==> config.mk <==
export PLATFORM = sky130hd
export DESIGN_NAME = framed_word_stream_parser_unit
export DESIGN_NICKNAME = d
export VERILOG_FILES = /design/src/hdl/fwsp_pkg.sv /design/src/hdl/fwsp_parse_core.sv /design/src/hdl/framed_word_stream_parser_unit.sv
export SDC_FILE = /design/constraint.sdc
export NUM_CORES = 1
export LEC_CHECK = 0
export ABC_AREA = 1
export BUFFER_PORTS_ARGS = -buffer_cell sky130_fd_sc_hd__buf_2
export CORE_MARGIN = 5
export CORE_UTILIZATION = 45
export DETAILED_ROUTE_END_ITERATION = 12
export HOLD_SLACK_MARGIN = 0.15
export PLACE_DENSITY = 0.68
export SETUP_SLACK_MARGIN = 0.02
export SYNTH_ARGS = -nofsm -noshare
export SYNTH_HDL_FRONTEND = slang
export SYNTH_HIERARCHICAL = 1
export SYNTH_SLANG_ARGS = --single-unit
==> constraint.sdc <==
create_clock -name clk -period 3.8 [get_ports clk]
set_input_delay 0.38 -clock clk [delete_from_list [all_inputs] [get_ports clk]]
set_output_delay 0.38 -clock clk [all_outputs]
set_load 0.03 [all_outputs]
==> src/hdl/fwsp_pkg.sv <==
`timescale 1ns / 1ps

package fwsp_pkg;

  localparam int ByteWidth = 8;
  localparam int WordWidth = 16;
  localparam int PhaseWidth = 3;
  localparam int SyncRunWidth = 2;
  localparam int OutDataWidth = 2 * WordWidth;
  localparam int OutUserWidth = 2;

  localparam logic [PhaseWidth-1:0] PH_WAIT    = 3'd0;
  localparam logic [PhaseWidth-1:0] PH_ADDR_LO = 3'd1;
  localparam logic [PhaseWidth-1:0] PH_ADDR_HI = 3'd2;
  localparam logic [PhaseWidth-1:0] PH_CNT_LO  = 3'd3;
  localparam logic [PhaseWidth-1:0] PH_CNT_HI  = 3'd4;
  localparam logic [PhaseWidth-1:0] PH_DATA_LO = 3'd5;
  localparam logic [PhaseWidth-1:0] PH_DATA_HI = 3'd6;

  localparam logic [ByteWidth-1:0] SYNC_BYTE = 8'h55;
  localparam logic [WordWidth-1:0] END_ADDRESS = 16'h5555;
  localparam logic [SyncRunWidth-1:0] SYNC_LAST = 2'd3;
  localparam logic [WordWidth-1:0] WORD_BYTES = 16'd2;

  typedef struct packed {
    logic                 has_result;
    logic                 word_valid;
    logic [WordWidth-1:0] word_address;
    logic [WordWidth-1:0] word_value;
    logic                 frame_sync;
  } fwsp_result_t;

endpackage

==> src/hdl/fwsp_parse_core.sv <==
`timescale 1ns / 1ps

module fwsp_parse_core (
  input  logic                             clk,
  input  logic                             rst,
  input  logic                             step,
  input  logic [fwsp_pkg::ByteWidth-1:0]   rx_byte,
  output fwsp_pkg::fwsp_result_t           result
);

  logic [fwsp_pkg::PhaseWidth-1:0]   parse_phase;
  logic [fwsp_pkg::PhaseWidth-1:0]   parse_phase_next;
  logic [fwsp_pkg::WordWidth-1:0]    block_address;
  logic [fwsp_pkg::WordWidth-1:0]    block_address_next;
  logic [fwsp_pkg::WordWidth-1:0]    bytes_left;
  logic [fwsp_pkg::WordWidth-1:0]    bytes_left_next;
  logic [fwsp_pkg::ByteWidth-1:0]    low_data_byte;
  logic [fwsp_pkg::ByteWidth-1:0]    low_data_byte_next;
  logic [fwsp_pkg::SyncRunWidth-1:0] sync_run;
  logic [fwsp_pkg::SyncRunWidth-1:0] sync_run_next;
  logic [fwsp_pkg::WordWidth-1:0]    bytes_dec;
  logic [fwsp_pkg::WordWidth-1:0]    addr_full;
  logic                              got_word;
  logic                              got_sync;

  assign bytes_dec = bytes_left - fwsp_pkg::WordWidth'(1);
  assign addr_full = {rx_byte, block_address[fwsp_pkg::ByteWidth-1:0]};

  always_comb begin
    parse_phase_next = parse_phase;
    block_address_next = block_address;
    bytes_left_next = bytes_left;
    low_data_byte_next = low_data_byte;
    sync_run_next = sync_run;
    got_word = 1'b0;
    got_sync = 1'b0;
    unique case (parse_phase)
      fwsp_pkg::PH_ADDR_LO: begin
        block_address_next = {{fwsp_pkg::ByteWidth{1'b0}}, rx_byte};
        parse_phase_next = fwsp_pkg::PH_ADDR_HI;
      end
      fwsp_pkg::PH_ADDR_HI: begin
        block_address_next = addr_full;
        parse_phase_next = (addr_full != fwsp_pkg::END_ADDRESS) ?
                           fwsp_pkg::PH_CNT_LO : fwsp_pkg::PH_WAIT;
      end
      fwsp_pkg::PH_CNT_LO: begin
        bytes_left_next = {{fwsp_pkg::ByteWidth{1'b0}}, rx_byte};
        parse_phase_next = fwsp_pkg::PH_CNT_HI;
      end
      fwsp_pkg::PH_CNT_HI: begin
        bytes_left_next = {rx_byte, bytes_left[fwsp_pkg::ByteWidth-1:0]};
        parse_phase_next = fwsp_pkg::PH_DATA_LO;
      end
      fwsp_pkg::PH_DATA_LO: begin
        low_data_byte_next = rx_byte;
        bytes_left_next = bytes_dec;
        parse_phase_next = fwsp_pkg::PH_DATA_HI;
      end
      fwsp_pkg::PH_DATA_HI: begin
        got_word = 1'b1;
        bytes_left_next = bytes_dec;
        block_address_next = block_address + fwsp_pkg::WORD_BYTES;
        parse_phase_next = (bytes_dec == '0) ? fwsp_pkg::PH_ADDR_LO : fwsp_pkg::PH_DATA_LO;
      end
      default: begin
        parse_phase_next = fwsp_pkg::PH_WAIT;
      end
    endcase
    if (rx_byte == fwsp_pkg::SYNC_BYTE) begin
      if (sync_run == fwsp_pkg::SYNC_LAST) begin
        sync_run_next = '0;
        parse_phase_next = fwsp_pkg::PH_ADDR_LO;
        got_sync = 1'b1;
      end else begin
        sync_run_next = sync_run + fwsp_pkg::SyncRunWidth'(1);
      end
    end else begin
      sync_run_next = '0;
    end
  end

  always_comb begin
    result.has_result = got_word | got_sync;
    result.word_valid = got_word;
    result.word_address = got_word ? block_address : '0;
    result.word_value = got_word ? {rx_byte, low_data_byte} : '0;
    result.frame_sync = got_sync;
  end

  always_ff @(posedge clk) begin
    if (rst) begin
      parse_phase <= fwsp_pkg::PH_WAIT;
      sync_run <= '0;
    end else if (step) begin
      parse_phase <= parse_phase_next;
      sync_run <= sync_run_next;
    end
  end

  always_ff @(posedge clk) begin
    if (step) begin
      block_address <= block_address_next;
      bytes_left <= bytes_left_next;
      low_data_byte <= low_data_byte_next;
    end
  end

endmodule

==> src/hdl/framed_word_stream_parser_unit.sv <==
`timescale 1ns / 1ps

// framed word stream parser: takes one received byte per cycle unless the output stalls,
// and reports each completed 16-bit data word with its address, and each run of four 0x55
// bytes as frame sync. a byte is held in the input register while the phase machine in the
// parse core decodes it, and its result (if any) is registered in the output register.
// bytes that complete nothing produce no output item. back pressure on the output stalls the
// input register only while a result is waiting and the next byte is ready to be decoded.

module framed_word_stream_parser_unit (
  input  logic                                clk,
  input  logic                                rst,
  input  logic                                s_tvalid,
  output logic                                s_tready,
  input  logic [fwsp_pkg::ByteWidth-1:0]      s_tdata,   // rx_byte
  output logic                                m_tvalid,
  input  logic                                m_tready,
  output logic [fwsp_pkg::OutDataWidth-1:0]   m_tdata,   // word_address, word_value
  output logic [fwsp_pkg::OutUserWidth-1:0]   m_tuser    // word_valid, frame_sync
);

  logic                           in_valid;
  logic [fwsp_pkg::ByteWidth-1:0] in_byte;
  logic                           proc;
  fwsp_pkg::fwsp_result_t         result;

  assign proc = in_valid & (~m_tvalid | m_tready);
  assign s_tready = ~in_valid | proc;

  fwsp_parse_core u_core (
    .clk     (clk),
    .rst     (rst),
    .step    (proc),
    .rx_byte (in_byte),
    .result  (result)
  );

  always_ff @(posedge clk) begin
    if (rst) begin
      in_valid <= 1'b0;
    end else if (s_tready) begin
      in_valid <= s_tvalid;
    end
  end

  always_ff @(posedge clk) begin
    if (s_tready && s_tvalid) begin
      in_byte <= s_tdata;
    end
  end

  always_ff @(posedge clk) begin
    if (rst) begin
      m_tvalid <= 1'b0;
    end else if (proc && result.has_result) begin
      m_tvalid <= 1'b1;
    end else if (m_tready) begin
      m_tvalid <= 1'b0;
    end
  end

  always_ff @(posedge clk) begin
    if (proc && result.has_result) begin
      m_tdata <= {result.word_value, result.word_address};
      m_tuser <= {result.frame_sync, result.word_valid};
    end
  end

endmodule

==> run metrics, run 1 <==
Diodes inserted 0; hold_buf cts 0; clock root cell clkbuf_8; final wirelength about 9000 um; final number of max-transition violations 0; Setup violations, final 0; setup repair bufs after CTS 0; Critical Path RT 3.90 ns; number of flops mapped to enable cells by yosys 82; Reg area 2600 um2; Crit path largest cell delay about 0.44 ns; layout cells sized above 1 18.0%; GRT Total Usage 16.0%; crit path DAT around 2.7 ns; total gr overflow 0; first-pass GRT wire length 14,100 um; DR pass1 iterations 5; Worst Setup End Kind flip-flop; Area Overhead vs Synth 14.2%; GP Congestion approximately 0.9; Vias about 3,100; hold crit path type in -> reg; CP Launch Type flip-flop; Die Ht 107 um; Static Leak between 1.5 and 2 nW; initial drt markers approximately 260; Power per Cell Area approximately 400 nW/um2; Setup TNS Final 0 ns; Worst Tran Pin Value approximately 1.0 ns; cell count after synthesis roughly 440; io pins 48; fillcell total 810; peak supply drop 0.000257 V; post-synth cell types 33; Die X between 100 and 150 um; crit path cell chain inv_1 -> nor2_2 -> inv_2 -> nor2_2 -> inv_2 -> buf_4 -> nand2_2 -> inv_2 -> nand2_2 -> o21ai_0; ANT nets after route 0; multi-input combinational cell area between 1000 and 1500 um2; Final Skew 0.0135 ns; max_slew headroom about 33%; Final HPWL DP 6500 um; vias in the first global route 2,845; Die ar. 11,400 um2; FP Rows 35; Max Cap Violations 0; routed len/inst 15.0 um; IO buf count 47; Skew-Pair Late Insertion Delay approximately 0.36 ns; status finished, final reports clean; Max Buffers Root-to-Sink 2; RSZ-0062 raised after global routing false; DR vias/cell just over 5; Seq/Total Area, Yosys between 60% and 70%; Clk pin slew, worst setup/hold paths roughly 0.090 ns; Post-synth top flop edfxtp_1; initial antenna violation count 0; nets approximately 500; Syn Nets between 400 and 500; utilization after layout a little over half; largest net degree at the start of global routing 40; Final Instance Area just under 5000 um2; Hold Vio Cnt, Final 0; core area slightly above 9000 um2; worst-path maximum fanout 39; CP max-delay cell nor2_2; Initial Util between 40% and 50%; crit share post-route 68.8%; synthesized cell area 4210 um2; clock tree sinks 89; TritonCTS clock tree done; Post-route DRC 0; H-tree levels 3; Max Freq ~380 MHz; Most common cell on crit path inv_2; Final Critical Period ~2.6 ns; dpl cell area 4560 um2; Mapped Avg Cell Area approximately 9.7 um2; CP Class reg -> reg; post-CTS resize count 0; Yosys reg bits 89; Ys Warns 6; WP buf/inv 5; FFs w/ async S/R, synth 0%; Num CTS Buffers 9; Worst path top cell family by delay simple AND/OR/NAND/NOR gates
registers in the layout, summed over array words and instances, names as in the netlist:
name and cells:
m_tdata 32, u_core/block_address 16, u_core/bytes_left 16, in_byte 8
u_core/low_data_byte 8, u_core/parse_phase 3, m_tuser 2, u_core/sync_run 2
in_valid 1, m_tvalid 1
cell usage after synthesis, types with 2 or more instances:
cell,n,area share [%]
nand2_1,83,7.4
edfxtp_1,82,58
inv_1,67,6.0
nor2_1,66,5.9
o21ai_0,23,2.7
nand3_1,20,2.4
o22ai_1,13,1.9
nor2_2,8,1.2
a21oi_1,7,0.83
dfxtp_1,7,3.3
nand2_2,6,0.89
nor3_1,6,0.71
buf_2,5,0.59
nand3b_1,5,0.89
xor2_1,5,1.0
ha_1,4,1.2
clkbuf_1,3,0.27
inv_2,3,0.27
a22oi_1,2,0.36
buf_4,2,0.36
nand4_1,2,0.30
nor2_4,2,0.53
nor4_1,2,0.30
o21ai_1,2,0.24
o31ai_1,2,0.36
worst register-to-register path: cells and delay by family, from the launching register on:
| kind | cells | cell delay [ns] |
|---|---|---|
| and+or+nand+nor | 4 | 1.19 |
| buffers and inverters | 5 | 0.66 |
| DFF | 1 | 0.37 |
| AOI/OAI and AO/OA | 1 | 0.13 |
where the power goes:
part	leakage, nW	switching, mW	internal [mW]
registers	0.771	0.00512	1.06
logic	0.968	0.0204	0.00901
clock network	0.121	0.344	0.443
total	1.86	0.370	1.52
layer usage:
| layer | up-vias | global-route usage [%] | routed length [um] |
|---|---|---|---|
| li1 | 1546 | - | - |
| met1 | 1424 | 22.5 | 4060 |
| met2 | 134 | 24.4 | 4060 |
| met3 | 15 | 4.46 | 746 |
| met4 | 0 | 4.57 | 119 |
| met5 | - | 0 | 0 |
cell families after synthesis:
logic type / count (synthesis) / synth area share (%)
flops: 89 / 61.8
fa+ha+maj: 4 / 1.19
simple gates: 202 / 20.9
xor+xnor: 5 / 1.04
compound gates: 55 / 7.64
buf+inv: 80 / 7.46
per-stage QoR:
| step | total power, mW | setup WS (ns) | hold WS [ns] | cells |
|---|---|---|---|---|
| final | 1.89 | 1.19 | 0.186 | 601 |
| after global routing | 1.95 | 0.972 | 0.162 | 601 |
| after CTS | 1.90 | 1.22 | 0.171 | 601 |
| after detailed placement | 1.12 | 1.22 | 0.438 | 585 |
| after global placement | 1.12 | 1.43 | 0.432 | 585 |
| after floorplan | 1.10 | 0.842 | 0.426 | 435 |
cells in the final DEF, fill, tap and decap left out, drive strengths merged:
cell	synthesis	layout
clkinvlp	0	1
nand3b	5	5
a21oi	8	8
o21ai	25	25
clkbuf	3	9
bufinv	0	3
nor4	2	2
or2	1	1
nand3	20	20
o221ai	1	1
buf	7	49
o211a	1	1
a211oi	1	1
edfxtp	82	82
nand2	89	89
o31ai	2	2
o22ai	13	13
nor2	76	76
a31oi	1	1
a22oi	2	2
dfxtp	7	7
nor3	7	7
nand4	2	2
xor2	5	5
o32ai	1	1
ha	4	4
inv	70	73
path summary, 6_finish.rpt:
kind,start,endpoint,slack [ns],cells after the start
max,u_core/parse_phase[1]$_SDFFE_PP0P_,u_core/bytes_left[5]$_DFFE_PP_,1.19,10
max reg2reg,u_core/parse_phase[1]$_SDFFE_PP0P_,u_core/bytes_left[5]$_DFFE_PP_,1.19,10
min,s_tdata[4],in_byte[4]$_DFFE_PP_,0.19,1
min reg2reg,in_byte[5]$_DFFE_PP_,u_core/low_data_byte[5]$_DFFE_PP_,0.46,0
area by class of cell:
| cell class | instances | area share [%] |
|---|---|---|
| clock inverter | 7 | 2.58 |
| tap | 111 | 2.89 |
| timing repair buffer | 49 | 5.21 |
| clock buffer | 9 | 2.58 |
| inverter | 70 | 5.47 |
| multi-input combinational | 266 | 27.1 |
| sequential | 89 | 54.1 |
Power figures use the tool's default switching activity.
==> run 2: changes to the inputs <==
Clock period 3.8 ns to 2.25 ns, I/O delays scaled along.
==> run 2 against run 1 <==
Sequential share of layout area decreased by 1.6 points. Critical path depth decreased by 2. Count of clock-buffer cells in the layout increased by 1. Combinational power increased by 150%. Critical path type unchanged. Critical endpoint is now m_tdata[30]$_DFFE_PP_. Largest power group unchanged.
==> run metrics, run 2 (synthesized netlist as in run 1, its figures left out) <==
Skew-Pair Late Insertion Delay 0.36 ns (about the same); CP Class reg -> reg; GRT Total Usage 17.2% (+1.2 points); Diodes inserted 0 (unchanged); Top Registers m_tdata (32), u_core/block_address (16), u_core/bytes_left (16); crit share post-route 89.3% (+20 points); Final Critical Period 2.01 ns (-0.605 ns); final number of max-transition violations 0 (unchanged); Hold Crit Start m_tready; Num CTS Buffers 9 (unchanged); Static Leak 1.93 nW (+3.7%); CP Launch Type flip-flop; max FFs per register 32 (unchanged); R2R depth 8 (-2); Biggest register m_tdata; total gr overflow 0 (unchanged); Final Skew 0.00420 ns (-0.00931 ns); worst hold endpoint m_tvalid$_SDFFE_PP0P_; Max Freq 498 MHz (+30%); Critical Path RT 2.31 ns (-1.59 ns); TritonCTS clock tree done; DR pass1 iterations 5 (unchanged); Final HPWL DP 6460 um (-0.60%); peak supply drop 0.000308 V (+20%); first-pass GRT wire length 15,200 um (+7.2%); Die X 107 um (unchanged); Die ar. 11,400 um2 (unchanged); FP Rows 35 (unchanged); Area Overhead vs Synth 17.8%; R2R Path End m_tdata[30]$_DFFE_PP_; layout cells sized above 1 19.8% (+1.8 points); Power per Cell Area 603 nW/um2 (+54%); RSZ-0062 raised after global routing false; Post-route DRC 0 (unchanged); IO buf count 47 (unchanged); H-tree levels 3 (unchanged); io pins 48 (unchanged); core area 9200 um2 (unchanged); worst-path maximum fanout 32 (-18%); clock tree sinks 89 (unchanged); largest net degree at the start of global routing 38 (-5.0%); Initial Util 45.8% (unchanged); Min Hold Slack 0.226 ns (+0.0403 ns); Setup TNS Final 0 ns (unchanged); ANT nets after route 0 (unchanged); Clk pin slew, worst setup/hold paths 0.09 ns (about the same); PnR worst setup slack 0.241 ns (-0.945 ns); final wirelength 9430 um (+5.0%); Die Ht 107 um (unchanged); vias in the first global route 3,170 (+11%); Hold Vio Cnt, Final 0 (unchanged); initial drt markers 257 (-1.9%); Max Cap Violations 0 (unchanged); Vias 3,278 (+5.1%); routed len/inst 15.2 um (+1.6%); Max Buffers Root-to-Sink 2 (unchanged); launch point of the worst reg-to-reg path in_byte[7]$_DFFE_PP_; hold depth 6 (+5); DP Worst Slack 0.235 ns (-0.981 ns); Setup violations, final 0 (unchanged); clock root cell clkbuf_8; reg2reg setup slack 0.24 ns (-0.94 ns); initial antenna violation count 0 (unchanged); Worst Setup End Kind flip-flop; max_slew headroom 73.8% (+41 points); GP Congestion 0.871 (-1.8%); nets 521 (+4.0%); Worst Tran Pin Value 0.393 ns (-0.607 ns); DR vias/cell 5.28 (+1.7%); status finished, final reports clean; crit path DAT 2.07 ns (-0.64 ns); most frequent cells in the layout nand2_1 (82), edfxtp_1 (82), nor2_1 (66), inv_1 (65), buf_2 (47); hold crit path type in -> reg
[run 2: cell types whose count changed in the layout (fill, tap and decap cells not counted), moves of 2 or more]
cell | previous run | this run
inv_1 | 67 | 65
buf_4 | 2 | 10
dlygate4sd3_1 | 0 | 11
bufinv_16 | 3 | 1
inv_2 | 3 | 5
[run 2: through the flow]
step / instance area, um2 / cells / total power, mW / utilization, %
CTS: 4960 / 621 / 3.02 / 53.9
finish: 4960 / 621 / 2.99 / 53.9
global placement: 4650 / 594 / 1.90 / 50.5
global route: 4960 / 621 / 3.10 / 53.9
detailed placement: 4650 / 594 / 1.90 / 50.5
floorplan: 4240 / 435 / 1.86 / -
[run 2: worst max path at each step]
stage	start	cells past startpoint	slack [ns]	to
3_5_place_dp	in_byte[7]$_DFFE_PP_	8	0.23	m_tdata[4]$_DFFE_PP_
3_3_place_gp	in_byte[7]$_DFFE_PP_	8	0.35	m_tdata[15]$_DFFE_PP_
2_1_floorplan	u_core/parse_phase[1]$_SDFFE_PP0P_	10	-0.07	m_tdata[0]$_DFFE_PP_
6_report	in_byte[7]$_DFFE_PP_	8	0.24	m_tdata[30]$_DFFE_PP_
4_1_cts	in_byte[7]$_DFFE_PP_	8	0.21	m_tdata[4]$_DFFE_PP_
5_1_grt	in_byte[7]$_DFFE_PP_	8	0.13	m_tdata[31]$_DFFE_PP_
[run 2: per-layer routing]
layer	vias to the layer above	share of wire, %	global-route usage [%]
met5	-	0	0
met3	20	7.4	3.55
met2	144	46	27.4
met1	1525	44	22.2
met4	0	2.6	8.86
li1	1589	-	-
[run 2: area by class of cell]
class / instances / area, um2
fillers: 830 / 4240
flip-flops and latches: 89 / 2600
multi-input cells: 266 / 1310
repair buffers: 69 / 440
inverters: 70 / 263
well taps: 111 / 139
clock buffers: 10 / 128
clock inverters: 6 / 73.8
[run 2: worst max-delay path, cell delays in order (launching register included)]
cell and delay, ns:
edfxtp_1 0.39, inv_1 0.23, nand3_1 0.12, nor3_2 0.19, nand2_1 0.16, nand2_2 0.10
inv_2 0.05, nor3_4 0.20, buf_12 0.24
[run 2: repair_timing]
action	4_1_cts	5_1_grt
endpoints found under the hold margin	14	0
hold buffers	11	0
gates resized for setup	0	0
buffers inserted	0	0
[run 2: report_power, final]
group	switching, mW	internal, mW
Sequential	0.00687	1.80
Clock	0.586	0.529
Combinational	0.0424	0.0301
Total	0.635	2.36
==> run 3: changes to the inputs <==
Settings changed: PLACE_DENSITY 0.68 to 0.74.
==> run 3 against run 2 <==
First-iteration DRC count increased by 21%. Clock power increased by 15%. Worst hold slack improved by 0.022 ns. Utilization increased by 0.33 points. Register-to-register slack got worse by 0.03 ns. Sequential power about the same. Combinational power decreased by 4.6%. Critical path type unchanged. Non-clock buffer count decreased by 1.
==> run metrics, run 3 (synthesized netlist as in run 1, its figures left out) <==
status finished, final reports clean; Critical Path RT 2.30 ns (about the same); Static Leak 1.94 nW (+0.69%); Pwr Total 3.16 mW (+5.8%); crit share post-route 90.6% (+1.3 points); crit path DAT 2.09 ns (+0.02 ns); TritonCTS clock tree done; max_slew headroom 65.6% (-8.2 points); Hold Vio Cnt, Final 0 (unchanged); Biggest register m_tdata; Worst path top cell family by delay simple AND/OR/NAND/NOR gates; nets 520 (-0.19%); CP Class reg -> reg; initial antenna violation count 0 (unchanged); WP buf/inv 3 (unchanged); worst-path maximum fanout 34 (+6.3%); sw frac 19.0% (-2.2 points); Power per Cell Area 634 nW/um2 (+5.2%); IO buf count 47 (unchanged); crit path cell chain inv_1 -> nand4_1 -> nor3_2 -> nand2_1 -> nand2_2 -> inv_2 -> nor3_4 -> buf_12; H-tree levels 3 (unchanged); clock root cell clkbuf_8; Skew-Pair Late Insertion Delay 0.35 ns (about the same); Worst Tran Pin Value 0.511 ns (+0.118 ns); Diodes inserted 0 (unchanged); RSZ-0062 raised after global routing false; Clk pin slew, worst setup/hold paths 0.09 ns (about the same); DR pass1 iterations 5 (unchanged); DR vias/cell 5.28 (about the same); Area Overhead vs Synth 18.5%; GRT Total Usage 16.5% (-0.66 points); Net Sw Power 602 uW (-5.2%); setup repair bufs after CTS 0 (unchanged); largest net degree at the start of global routing 35 (-7.9%); Die Ht 107 um (unchanged); Reg power frac 57.0% (-3.3 points); peak supply drop 0.000492 V (+60%); ANT nets after route 0 (unchanged); first-pass GRT wire length 14,800 um (-2.5%); Max Buffers Root-to-Sink 2 (unchanged); clock tree sinks 89 (unchanged); Comb pwr share 2.2% (-0.2 points); Final Critical Period 2.04 ns (+0.0302 ns); Num CTS Buffers 9 (unchanged); hold crit path type in -> reg; Min Hold Slack 0.248 ns (+0.0221 ns); FP Rows 35 (unchanged); Final HPWL DP 6440 um (-0.29%); final wirelength 9070 um (-3.9%); Worst Setup End Kind flip-flop; layout cells sized above 1 19.9% (+0.078 points); Setup violations, final 0 (unchanged); Crit path largest cell delay 0.40 ns (about the same); final number of max-transition violations 0 (unchanged); Top Registers m_tdata (32), u_core/block_address (16), u_core/bytes_left (16); CP max-delay cell edfxtp_1; Die ar. 11,400 um2 (unchanged); Initial Util 45.8% (unchanged); most frequent cells in the layout nand2_1 (82), edfxtp_1 (82), nor2_1 (66), inv_1 (64), buf_2 (47); max FFs per register 32 (unchanged); Power Internal 2.56 mW (+8.8%); GP Congestion 0.943 (+8.3%); core area 9200 um2 (unchanged); routed len/inst 14.6 um (-3.6%); Max Cap Violations 0 (unchanged); CP Launch Type flip-flop; vias in the first global route 3,001 (-5.3%); Final Skew 0.0126 ns (+0.00838 ns); initial drt markers 310 (+21%); utilization after layout 54.3% (+0.33 points); Final Instance Area 4990 um2 (+0.61%); Die X 107 um (unchanged); Clk pwr share 40.8% (+3.5 points); dpl cell area 4640 um2 (-0.16%); Max Freq 490 MHz (-1.5%); Vias 3,266 (-0.37%); io pins 48 (unchanged); Post-route DRC 0 (unchanged); total gr overflow 0 (unchanged)
==> run 3: path summary, 6_finish.rpt <==
check                                          start                                 to  slack (ns)  depth (start not counted)
worst max-delay path            in_byte[3]$_DFFE_PP_              m_tdata[18]$_DFFE_PP_        0.21                          8
worst min-delay path                        m_tready              m_tvalid$_SDFFE_PP0P_        0.25                          6
worst max register to register  in_byte[3]$_DFFE_PP_              m_tdata[18]$_DFFE_PP_        0.21                          8
worst min register to register  in_byte[5]$_DFFE_PP_  u_core/low_data_byte[5]$_DFFE_PP_        0.47                          0
==> run 3: routing by layer <==
metal,vias to the layer above,GRT usage [%],wire [um]
li1,1580,-,-
met1,1506,22.9,3980
met2,166,26.1,4170
met3,14,3.49,750
met4,0,5.21,172
met5,-,0,0
==> run 3: worst register-to-register path: cells and delay by family, from the launching register on <==
kind	cells	cell delay [ns]
buf+inv	3	0.52
flops	1	0.40
simple gates	5	0.81
==> run 3: power groups by stage <==
stage               Clock, mW  Combinational, mW  Sequential [mW]
floorplan                   0             0.0257             1.84
global placement            0             0.0526             1.84
detailed placement          0             0.0542             1.84
CTS                      1.32             0.0686             1.80
global route             1.38             0.0755             1.81
finish                   1.29             0.0692             1.80
==> run 3: layout make-up <==
type | count | area (um2)
fillers | 791 | 4210
flip-flops and latches | 89 | 2600
multi-input cells | 266 | 1310
repair buffers | 68 | 433
inverters | 70 | 263
well taps | 111 | 139
clock buffers | 9 | 124
clock inverters | 6 | 115
==> run 3: metrics by stage <==
stage	cells	setup TNS [ns]	setup WS (ns)
after detailed placement	593	0	0.179
after global placement	593	0	0.310
after floorplan	435	-2.27	-0.0667
after global routing	619	0	0.0393
final	619	0	0.211
after CTS	619	0	0.163
==> run 3: what timing repair did <==
item / 4_1_cts / 5_1_grt
gates resized for setup: 0 / 1
hold buffers: 11 / 0
hold endpoints to repair: 11 / 0
endpoints found under the setup margin: 0 / 23
